$ cat config.mk
export PLATFORM = sky130hd
export DESIGN_NAME = gal_scale
export DESIGN_NICKNAME = d
export VERILOG_FILES = /design/src/rtl/gal_pkg.sv /design/src/rtl/gal_scale.sv
export SDC_FILE = /design/constraint.sdc
export NUM_CORES = 2
export LEC_CHECK = 0
export BUFFER_PORTS_ARGS = -buffer_cell sky130_fd_sc_hd__buf_2
export CORE_ASPECT_RATIO = 0.75
export CORE_MARGIN = 1.5
export CORE_UTILIZATION = 46
export CTS_CLUSTER_SIZE = 25
export DETAILED_ROUTE_END_ITERATION = 6
export PLACE_DENSITY = 0.66
export SLEW_MARGIN = 15
export SYNTH_ARGS = -nofsm -noshare
export SYNTH_HDL_FRONTEND = slang
export SYNTH_SLANG_ARGS = --single-unit
$ cat constraint.sdc
create_clock -name clk -period 8.8 [get_ports clk]
set_clock_uncertainty 0.05 [all_clocks]
set_input_delay 1.76 -clock clk [delete_from_list [all_inputs] [get_ports clk]]
set_output_delay 1.76 -clock clk [all_outputs]
set_load 0.05 [all_outputs]
$ cat src/rtl/gal_pkg.sv
// Shared types and constants for the Gaussian angle likelihood pipeline.
package gal_pkg;

  localparam int ANGLE_W = 20;
  localparam int CFG_W   = 11;
  localparam int PROB_W  = 32;
  localparam int ADDR_W  = 3;

  localparam logic [ADDR_W-1:0] ADDR_MIN_EXP_ARG = 3'd0;
  localparam logic signed [CFG_W-1:0] MIN_EXP_ARG_RST = -11'sd650;

  // expected angle codes below this are treated as zero
  localparam logic [ANGLE_W-1:0] TINY_EXP = 20'd2;

  localparam int QUOT_W    = 30;  // bits of d^2/(2r^2) in Q.20
  localparam int TAYLOR_N  = 13;
  localparam int PDIV_W    = 32;  // quotient bits of the final divide
  localparam int NUM_W     = 60;

  localparam logic [30:0] LOG2E_Q30    = 31'd1549082005;
  localparam logic [29:0] LN2_Q30      = 30'd744261118;
  localparam logic [28:0] INV_NORM_Q32 = 29'd272703090;
  localparam logic [63:0] EXP_BIAS     = 64'h2000_0000_0000_0000;
  localparam logic [11:0] KB_UNITY     = 12'd2074;
  localparam logic [11:0] KB_FAR       = 12'd60;
  localparam logic [30:0] TERM_ONE     = 31'h4000_0000;
  localparam logic [31:0] SUM_ONE      = 32'h4000_0000;
  localparam logic [PROB_W-1:0] OUT_MAX = '1;

  typedef struct packed {
    logic vld;
    logic zero;
    logic sat;
  } side_t;

  // ceil(2^34 / n): exact floor division by n for 30-bit values
  function automatic logic [34:0] recip(input int n);
    logic [34:0] r;
    case (n)
      1:       r = 35'd17179869184;
      2:       r = 35'd8589934592;
      3:       r = 35'd5726623062;
      4:       r = 35'd4294967296;
      5:       r = 35'd3435973837;
      6:       r = 35'd2863311531;
      7:       r = 35'd2454267027;
      8:       r = 35'd2147483648;
      9:       r = 35'd1908874354;
      10:      r = 35'd1717986919;
      11:      r = 35'd1561806290;
      12:      r = 35'd1431655766;
      13:      r = 35'd1321528399;
      default: r = 35'd0;
    endcase
    return r;
  endfunction

endpackage

$ cat src/rtl/gal_scale.sv
// Normalisation, 2^k scaling, division by the resolution and result format.
module gal_scale (
  input  logic                              clk,
  input  logic                              rst_n,
  input  logic                              en,
  input  gal_pkg::side_t                    side_i,
  input  logic [31:0]                       sum_i,
  input  logic [11:0]                       kb_i,
  input  logic [gal_pkg::ANGLE_W-1:0]       res_i,
  output logic                              valid_o,
  output logic [gal_pkg::PROB_W-1:0]        probability_o,
  output logic                              saturated_o
);

  localparam int M = gal_pkg::PDIV_W;

  logic [11:0] nsh;

  gal_pkg::side_t s1_r, s2_r;
  logic [59:0]    num_r, numsh_r;
  logic           far_r;
  logic [5:0]     nsh_r;
  logic [19:0]    res1_r, res2_r;

  gal_pkg::side_t qs_r   [M];
  logic [19:0]    rem_r  [M];
  logic [31:0]    xq_r   [M];
  logic [19:0]    qres_r [M];

  logic                       out_vld_r;
  logic [gal_pkg::PROB_W-1:0] prob_r;
  logic                       sat_r;
  gal_pkg::side_t             last;

  assign nsh = gal_pkg::KB_UNITY - kb_i;

  always_ff @(posedge clk) begin
    if (!rst_n) begin
      s1_r <= '0;
      s2_r <= '0;
    end else if (en) begin
      s1_r <= side_i;
      // 2^k at or above one always overflows: mantissa/res exceeds 2^38
      s2_r <= '{vld: s1_r.vld, zero: s1_r.zero, sat: s1_r.sat | (nsh_r == '0 && !far_r)};
    end
  end

  always_ff @(posedge clk) begin
    if (en) begin
      num_r   <= 60'(sum_i) * 60'(gal_pkg::INV_NORM_Q32);
      far_r   <= (kb_i < gal_pkg::KB_UNITY) && (nsh >= gal_pkg::KB_FAR);
      nsh_r   <= (kb_i < gal_pkg::KB_UNITY) ? nsh[5:0] : 6'd0;
      res1_r  <= res_i;
      numsh_r <= far_r ? '0 : num_r >> nsh_r;
      res2_r  <= res1_r;
    end
  end

  for (genvar k = 0; k < M; k++) begin : g_div
    gal_pkg::side_t side_in;
    logic [19:0]    rem_in;
    logic [31:0]    xq_in;
    logic [19:0]    res_in;
    logic [20:0]    shr;
    logic           ge;

    if (k == 0) begin : g_head
      logic ovf;
      // quotient reaches 2^32 exactly when the top bits are not below res
      assign ovf     = (numsh_r[59:32] >= {8'b0, res2_r});
      assign side_in = '{vld: s2_r.vld, zero: s2_r.zero, sat: s2_r.sat | ovf};
      assign rem_in  = numsh_r[51:32];
      assign xq_in   = numsh_r[31:0];
      assign res_in  = res2_r;
    end else begin : g_body
      assign side_in = qs_r[k-1];
      assign rem_in  = rem_r[k-1];
      assign xq_in   = xq_r[k-1];
      assign res_in  = qres_r[k-1];
    end

    assign shr = {rem_in, xq_in[31]};
    assign ge  = (shr >= {1'b0, res_in});

    always_ff @(posedge clk) begin
      if (!rst_n) begin
        qs_r[k] <= '0;
      end else if (en) begin
        qs_r[k] <= side_in;
      end
    end

    always_ff @(posedge clk) begin
      if (en) begin
        rem_r[k]  <= ge ? 20'(shr - {1'b0, res_in}) : shr[19:0];
        xq_r[k]   <= {xq_in[30:0], ge};
        qres_r[k] <= res_in;
      end
    end
  end

  assign last = qs_r[M-1];

  always_ff @(posedge clk) begin
    if (!rst_n) begin
      out_vld_r <= 1'b0;
    end else if (en) begin
      out_vld_r <= last.vld;
    end
  end

  always_ff @(posedge clk) begin
    if (en) begin
      if (last.zero) begin
        prob_r <= '0;
        sat_r  <= 1'b0;
      end else if (last.sat) begin
        prob_r <= gal_pkg::OUT_MAX;
        sat_r  <= 1'b1;
      end else begin
        prob_r <= xq_r[M-1];
        sat_r  <= 1'b0;
      end
    end
  end

  assign valid_o       = out_vld_r;
  assign probability_o = prob_r;
  assign saturated_o   = sat_r;

endmodule

# After elaboration in Yosys (flattened, before gate mapping)
# Memory sizes are Yosys's and may differ from the RTL's.
# Index checks and enable logic that the tools add are counted.
dict set report word_totals {
  inputBits 70
  register_bits 206
  output_inout_bits 34
  mem_bits_rw 2400
  n_memories 4
  word_cells 198
}
# name depth width read_ports rd_ports_with_merged_regs write_ports line_no
set mem_list {}
lappend mem_list {xq_r 32 32 32 0 32 gal_scale.sv:27} ;# logic [31:0] xq_r [M];
lappend mem_list {qres_r 32 20 31 0 32 gal_scale.sv:28} ;# logic [19:0] qres_r [M];
lappend mem_list {rem_r 32 20 31 0 32 gal_scale.sv:26} ;# logic [19:0] rem_r [M];
lappend mem_list {qs_r 32 3 32 0 32 gal_scale.sv:25} ;# gal_pkg::side_t qs_r [M];
dict set report op_classes {
  n_reduce_logical 4
  n_mux 71
  bitwise_logic 34
  n_mul 1
  add_sub_neg 33
  n_shift 1
  magnitude_cmp 35
}
# op n
set op_table {}
lappend op_table {{21-bit by 20-bit >= comparator with 1-bit output} 32}
lappend op_table {{20-bit two-way mux} 32}
lappend op_table {{20-bit subtractor} 32}
lappend op_table {{3-bit two-way mux} 32}
lappend op_table {{60-bit by 6-bit right shift with 60-bit output} 1}
lappend op_table {{32-bit by 28-bit multiplier with 59-bit output, second input constant} 1}
lappend op_table {{1-bit OR} 34}
lappend op_table {{32-bit two-way mux} 1}
lappend op_table {{28-bit by 20-bit >= comparator with 1-bit output} 1}
lappend op_table {{12-bit by 6-bit >= comparator with 1-bit output, second input constant} 1}
lappend op_table {{12-bit < comparator, second input constant} 1}
lappend op_table {{12-bit subtractor, first input constant} 1}
lappend op_table {{6-bit logical NOT} 1}
lappend op_table {{1-bit two-way mux} 6}
lappend op_table {{1-bit logical AND} 2}
lappend op_table {{1-bit logical NOT} 1}

# Depth between registers and ports, before layout
dict set report logic_depth {
  word_depth 4
  mapped_depth 25
  mapped_depth_nobuf 24
}

# Worst setup path after synthesis
# No wires, ideal clock.
dict set report synth_path {
  path_type {input -> register}
  from {input port sum_i[9]}
  to {register num_r[53], data pin}
  t_arrival_ns 7.513
  cell_stages 22
  setup_time_ns 0.260
  n_path_buf 0
  setup_slack_ns 0.978
  cell_sequence {ha_1 -> xor2_1 -> ha_1 -> or2_2 -> fa_1 -> inv_1 -> fa_1 -> inv_1 -> fa_1 -> fa_1 -> fa_1 -> ha_1 -> a21oi_1 -> nand3_1 -> o2bb2ai_1 -> a211oi_1 -> o2111ai_2 -> a21oi_2 -> or4b_1 -> a31o_2 -> a221oi_2 -> xnor2_1}
}
dict set report synth_between {
  elab_chain_cells 1
}
# element line_no
set synth_lines {}
lappend synth_lines {{start: declaration} gal_scale.sv:7} ;# input logic [31:0] sum_i,
lappend synth_lines {{32-bit by 28-bit multiplier with 59-bit output} gal_scale.sv:50} ;# num_r <= 60'(sum_i) * 60'(gal_pkg::INV_NORM_Q32);
lappend synth_lines {{end signal: assignment} gal_scale.sv:50}
lappend synth_lines {{end: declaration} gal_scale.sv:20} ;# logic [59:0] num_r, numsh_r;
# Every way passes these cells.
# A chain may end at the register's enable or synchronous reset.

# Worst setup path after layout
dict set report layout_path {
  from {input port sum_i[11]}
  to {register num_r[56], data pin}
}
# Same word-level chain as after synthesis.

==> flow_summary.json <==
{
  "drt-initial-drc-count": 6399,
  "cts_setup_buffers": 0,
  "dp_cells": 14200,
  "end_kind": "flop",
  "power_mw": 55.2,
  "worstHoldPathType": "flop to flop",
  "grt_overflow": 0,
  "synth_top_family_by_area": "adder cells",
  "synthTopCellsByArea": "edfxtp_1 (58%), ha_1 (9.1%), fa_1 (4.0%), inv_1 (3.8%), a21oi_1 (2.2%)",
  "maxCapViolCount": 0,
  "reg2regPathDepth": 12,
  "antenna_found_initial": 2,
  "num_io_pins": 104,
  "die_area_um2": 292000,
  "routedWlPerCell_um": 18.8,
  "crit_type": "primary input to flop",
  "synth_simple_gate_area_share_pct": 7.70,
  "irDropWorstVdd_mv": 0.502,
  "hold_buffers": 0,
  "leakage_nw": 60.0,
  "slew_headroom_pct": 19.0,
  "gp_congestion": 0.894,
  "grt_pass1_vias": 77900,
  "slew_violations": 0,
  "postPlaceCellArea_um2": 138000,
  "worstPathArrival_ps": 8440,
  "synthFlopType": "edfxtp_1",
  "critPathCapture": "num_r[56]$_DFFE_PP_",
  "worstSetupStartpoint": "sum_i[11]",
  "grtUsageTotal_pct": 18.9,
  "synth_top_area_share_pct": 57.9,
  "cts.sinks": 2566,
  "worst-path-max-fanout": 7,
  "r2r-start": "qres_r[2][1]$_DFFE_PP_",
  "clk_latency_ps": 850,
  "clk_pin_slew_ps": 60,
  "worstMarginPinSlew_ps": 1180,
  "core-area_um2": 287000,
  "startpoint_type": "primary input",
  "drtAntennaViolNets": 0,
  "die_h_um": 468,
  "synthXorXnorAreaFrac_pct": 3.55,
  "drcViolationCount": 0,
  "initial_core_util_pct": 46.3,
  "grt_use_met1_pct": 28.4,
  "worst_ep_required_time_ps": 9280,
  "viasPerCell": 5.37,
  "seq_area_um2": 77000,
  "synthCells": 10500,
  "rows": 170,
  "postLayoutSetupSlackWorst_ps": 832,
  "clockBufferDepth": 4,
  "synth_fa_ha_area_share_pct": 13.1,
  "rsz0062_at_grt": "no",
  "final_nets": 12000,
  "synthMuxAreaShare_pct": 3.43,
  "busiest_layer": "met2",
  "avgSynthCellArea_um2": 12.6,
  "async_reset_ff_share_pct": 0,
  "cts_root_buffer": "clkbuf_16",
  "cts_max_level": 5,
  "power_density_nw_per_um2": 378,
  "final_hold_viol_count": 0,
  "period_minus_slack_ps": 7970,
  "multiInputGateArea_um2": 49800,
  "synthesis.area_um2": 133000,
  "ys_types": 103,
  "first_pass_iters": 6,
  "finalWirelength_um": 277000,
  "grt_max_degree": 198,
  "syn-num-nets": 11800,
  "synth_seq_cells": 2566,
  "die_width_um": 623,
  "fillers": 24300,
  "met3_usage_pct": 2.39,
  "reg2reg_to": "rem_r[0][194]$_DFFE_PP_",
  "grtUsageMet2_pct": 29.0,
  "setup_viol": 0,
  "pwr-share-comb_pct": 46.2,
  "cts_resized": 0,
  "max_freq_ghz": 0.125,
  "p_clk_share_pct": 20.1,
  "synth_compound_area_share_pct": 9.69,
  "swShare_pct": 37.7,
  "seq_power_share_pct": 33.7,
  "cts_tree": "done",
  "areaGrowthSynthToFinish_pct": 10.2,
  "synth-edff-count": 2559,
  "cts_made_buffers": 268,
  "finalSetupTns_ps": 0,
  "fin_crit_sh_pct": 90.5,
  "vias": 78900,
  "reg2reg_slack_ps": 4550,
  "p_switching_mw": 20.8,
  "yosysSeqAreaShare_pct": 58.0,
  "hold_path_depth": 0,
  "dp_hpwl_um": 203000,
  "place_ws_ps": 121,
  "grt_pass1_wl_um": 441000,
  "fin_cells": 14700,
  "p_int_mw": 34.4,
  "io_buffers": 103,
  "drive_gt1_share_pct": 7.41,
  "final_area_um2": 146000,
  "status": "finished clean",
  "synth_top_cell_by_area": "edfxtp_1",
  "yosys_warnings": 0
}
[worst max-delay path, cell delays in order]
cell and delay [ps]:
buf_2 170, ha_1 440, fa_1 490, fa_1 560
inv_1 60, fa_1 500, inv_1 60, fa_1 470
fa_1 490, inv_1 50, fa_1 520, inv_1 40
ha_1 400, nand4_1 160, o221ai_1 310, a221oi_1 160
a31oi_1 350, a21oi_1 160, buf_4 180, a311oi_1 430
nor4b_1 130, o31ai_1 280, a21oi_1 120, xnor2_1 140
[cell usage after synthesis (136+ instances only)]
| library cell | n |
|---|---|
| a21o_1 | 273 |
| a21oi_1 | 584 |
| clkbuf_1 | 149 |
| edfxtp_1 | 2559 |
| fa_1 | 266 |
| ha_1 | 961 |
| inv_1 | 1332 |
| mux2_2 | 147 |
| nand2_1 | 662 |
| nand3_1 | 136 |
| nor2_1 | 620 |
| o21ai_0 | 457 |
| xnor2_1 | 299 |
| xor2_1 | 238 |
[worst min-delay path by stage]
stage	start	end
6_report	res1_r[18]$_DFFE_PP_	g_div[0].res_in[18]$_DFFE_PP_
5_1_grt	res1_r[18]$_DFFE_PP_	g_div[0].res_in[18]$_DFFE_PP_
4_1_cts	res1_r[18]$_DFFE_PP_	g_div[0].res_in[18]$_DFFE_PP_
3_5_place_dp	xq_r[0][72]$_DFFE_PP_	xq_r[0][105]$_DFFE_PP_
3_3_place_gp	xq_r[2][108]$_DFFE_PP_	xq_r[2][141]$_DFFE_PP_
2_1_floorplan	res1_r[0]$_DFFE_PP_	g_div[0].res_in[0]$_DFFE_PP_
[cell type report]
class / instances / area share [%]
Tap cell: 3784 / 3.24
Clock inverter: 141 / 0.973
Multi-Input combinational cell: 6374 / 34.1
Antenna cell: 1 / 0.00171
Sequential cell: 2566 / 52.6
Inverter: 1336 / 3.43
Timing Repair Buffer: 168 / 0.804
Clock buffer: 325 / 4.83
[flip-flops by register name, indices dropped and copies added (netlist names)]
signal         flops
far_r              1
g_div.res_in      20
g_div.side_in      2
nsh_r              6
num_r             59
numsh_r           60
probability_o     32
qres_r           620
qs_r              96
rem_r            620
res1_r            20
s1_r               3
s2_r               1
saturated_o        1
valid_o            1
xq_r            1024
[metal layers]
| metal | share of wire [%] | vias up |
|---|---|---|
| met2 | 44 | 1674 |
| met1 | 50 | 38500 |
| li1 | - | 38300 |
| met4 | 2.2 | 0 |
| met3 | 4.3 | 411 |
| met5 | 0 | - |
[cells in the final DEF (no fill, tap or decap), types with 266 or more instances in the layout]
master     netlist  layout
a21o_1         273     272
fa_1           266     266
edfxtp_1      2559    2559
o21ai_0        457     457
a21oi_1        584     584
xnor2_1        299     299
clkbuf_16        0     275
nand2_1        662     662
inv_1         1332    1331
ha_1           961     961
nor2_1         620     620
[per-stage QoR]
stage	utilization [%]	hold WS, ps
final	51.0	301
after CTS	51.0	303
after floorplan	-	350
after global placement	48.1	350
after detailed placement	48.1	355
after global routing	51.0	322
[cell families (layout without fill, tap and decap cells)]
group,count (synthesis),in the layout
DFF,2566,2566
other,0,1
adders and majority gates,1227,1227
buffers and inverters,1566,1970
AOI/OAI and AO/OA,2054,2054
and+or+nand+nor,2173,2173
muxes,383,383
xor gates and xnor gates,537,537
[power by group through the flow]
stage / sequential [mW] / clock (mW) / combinational, mW
final: 18.6 / 11.1 / 25.5
after floorplan: 18.3 / 0 / 19.7
after CTS: 18.6 / 11.4 / 25.4
after global placement: 18.8 / 0 / 24.8
after detailed placement: 18.9 / 0 / 25.1
after global routing: 18.9 / 11.9 / 28.6
No activity file was read; power rests on OpenSTA's default activity.
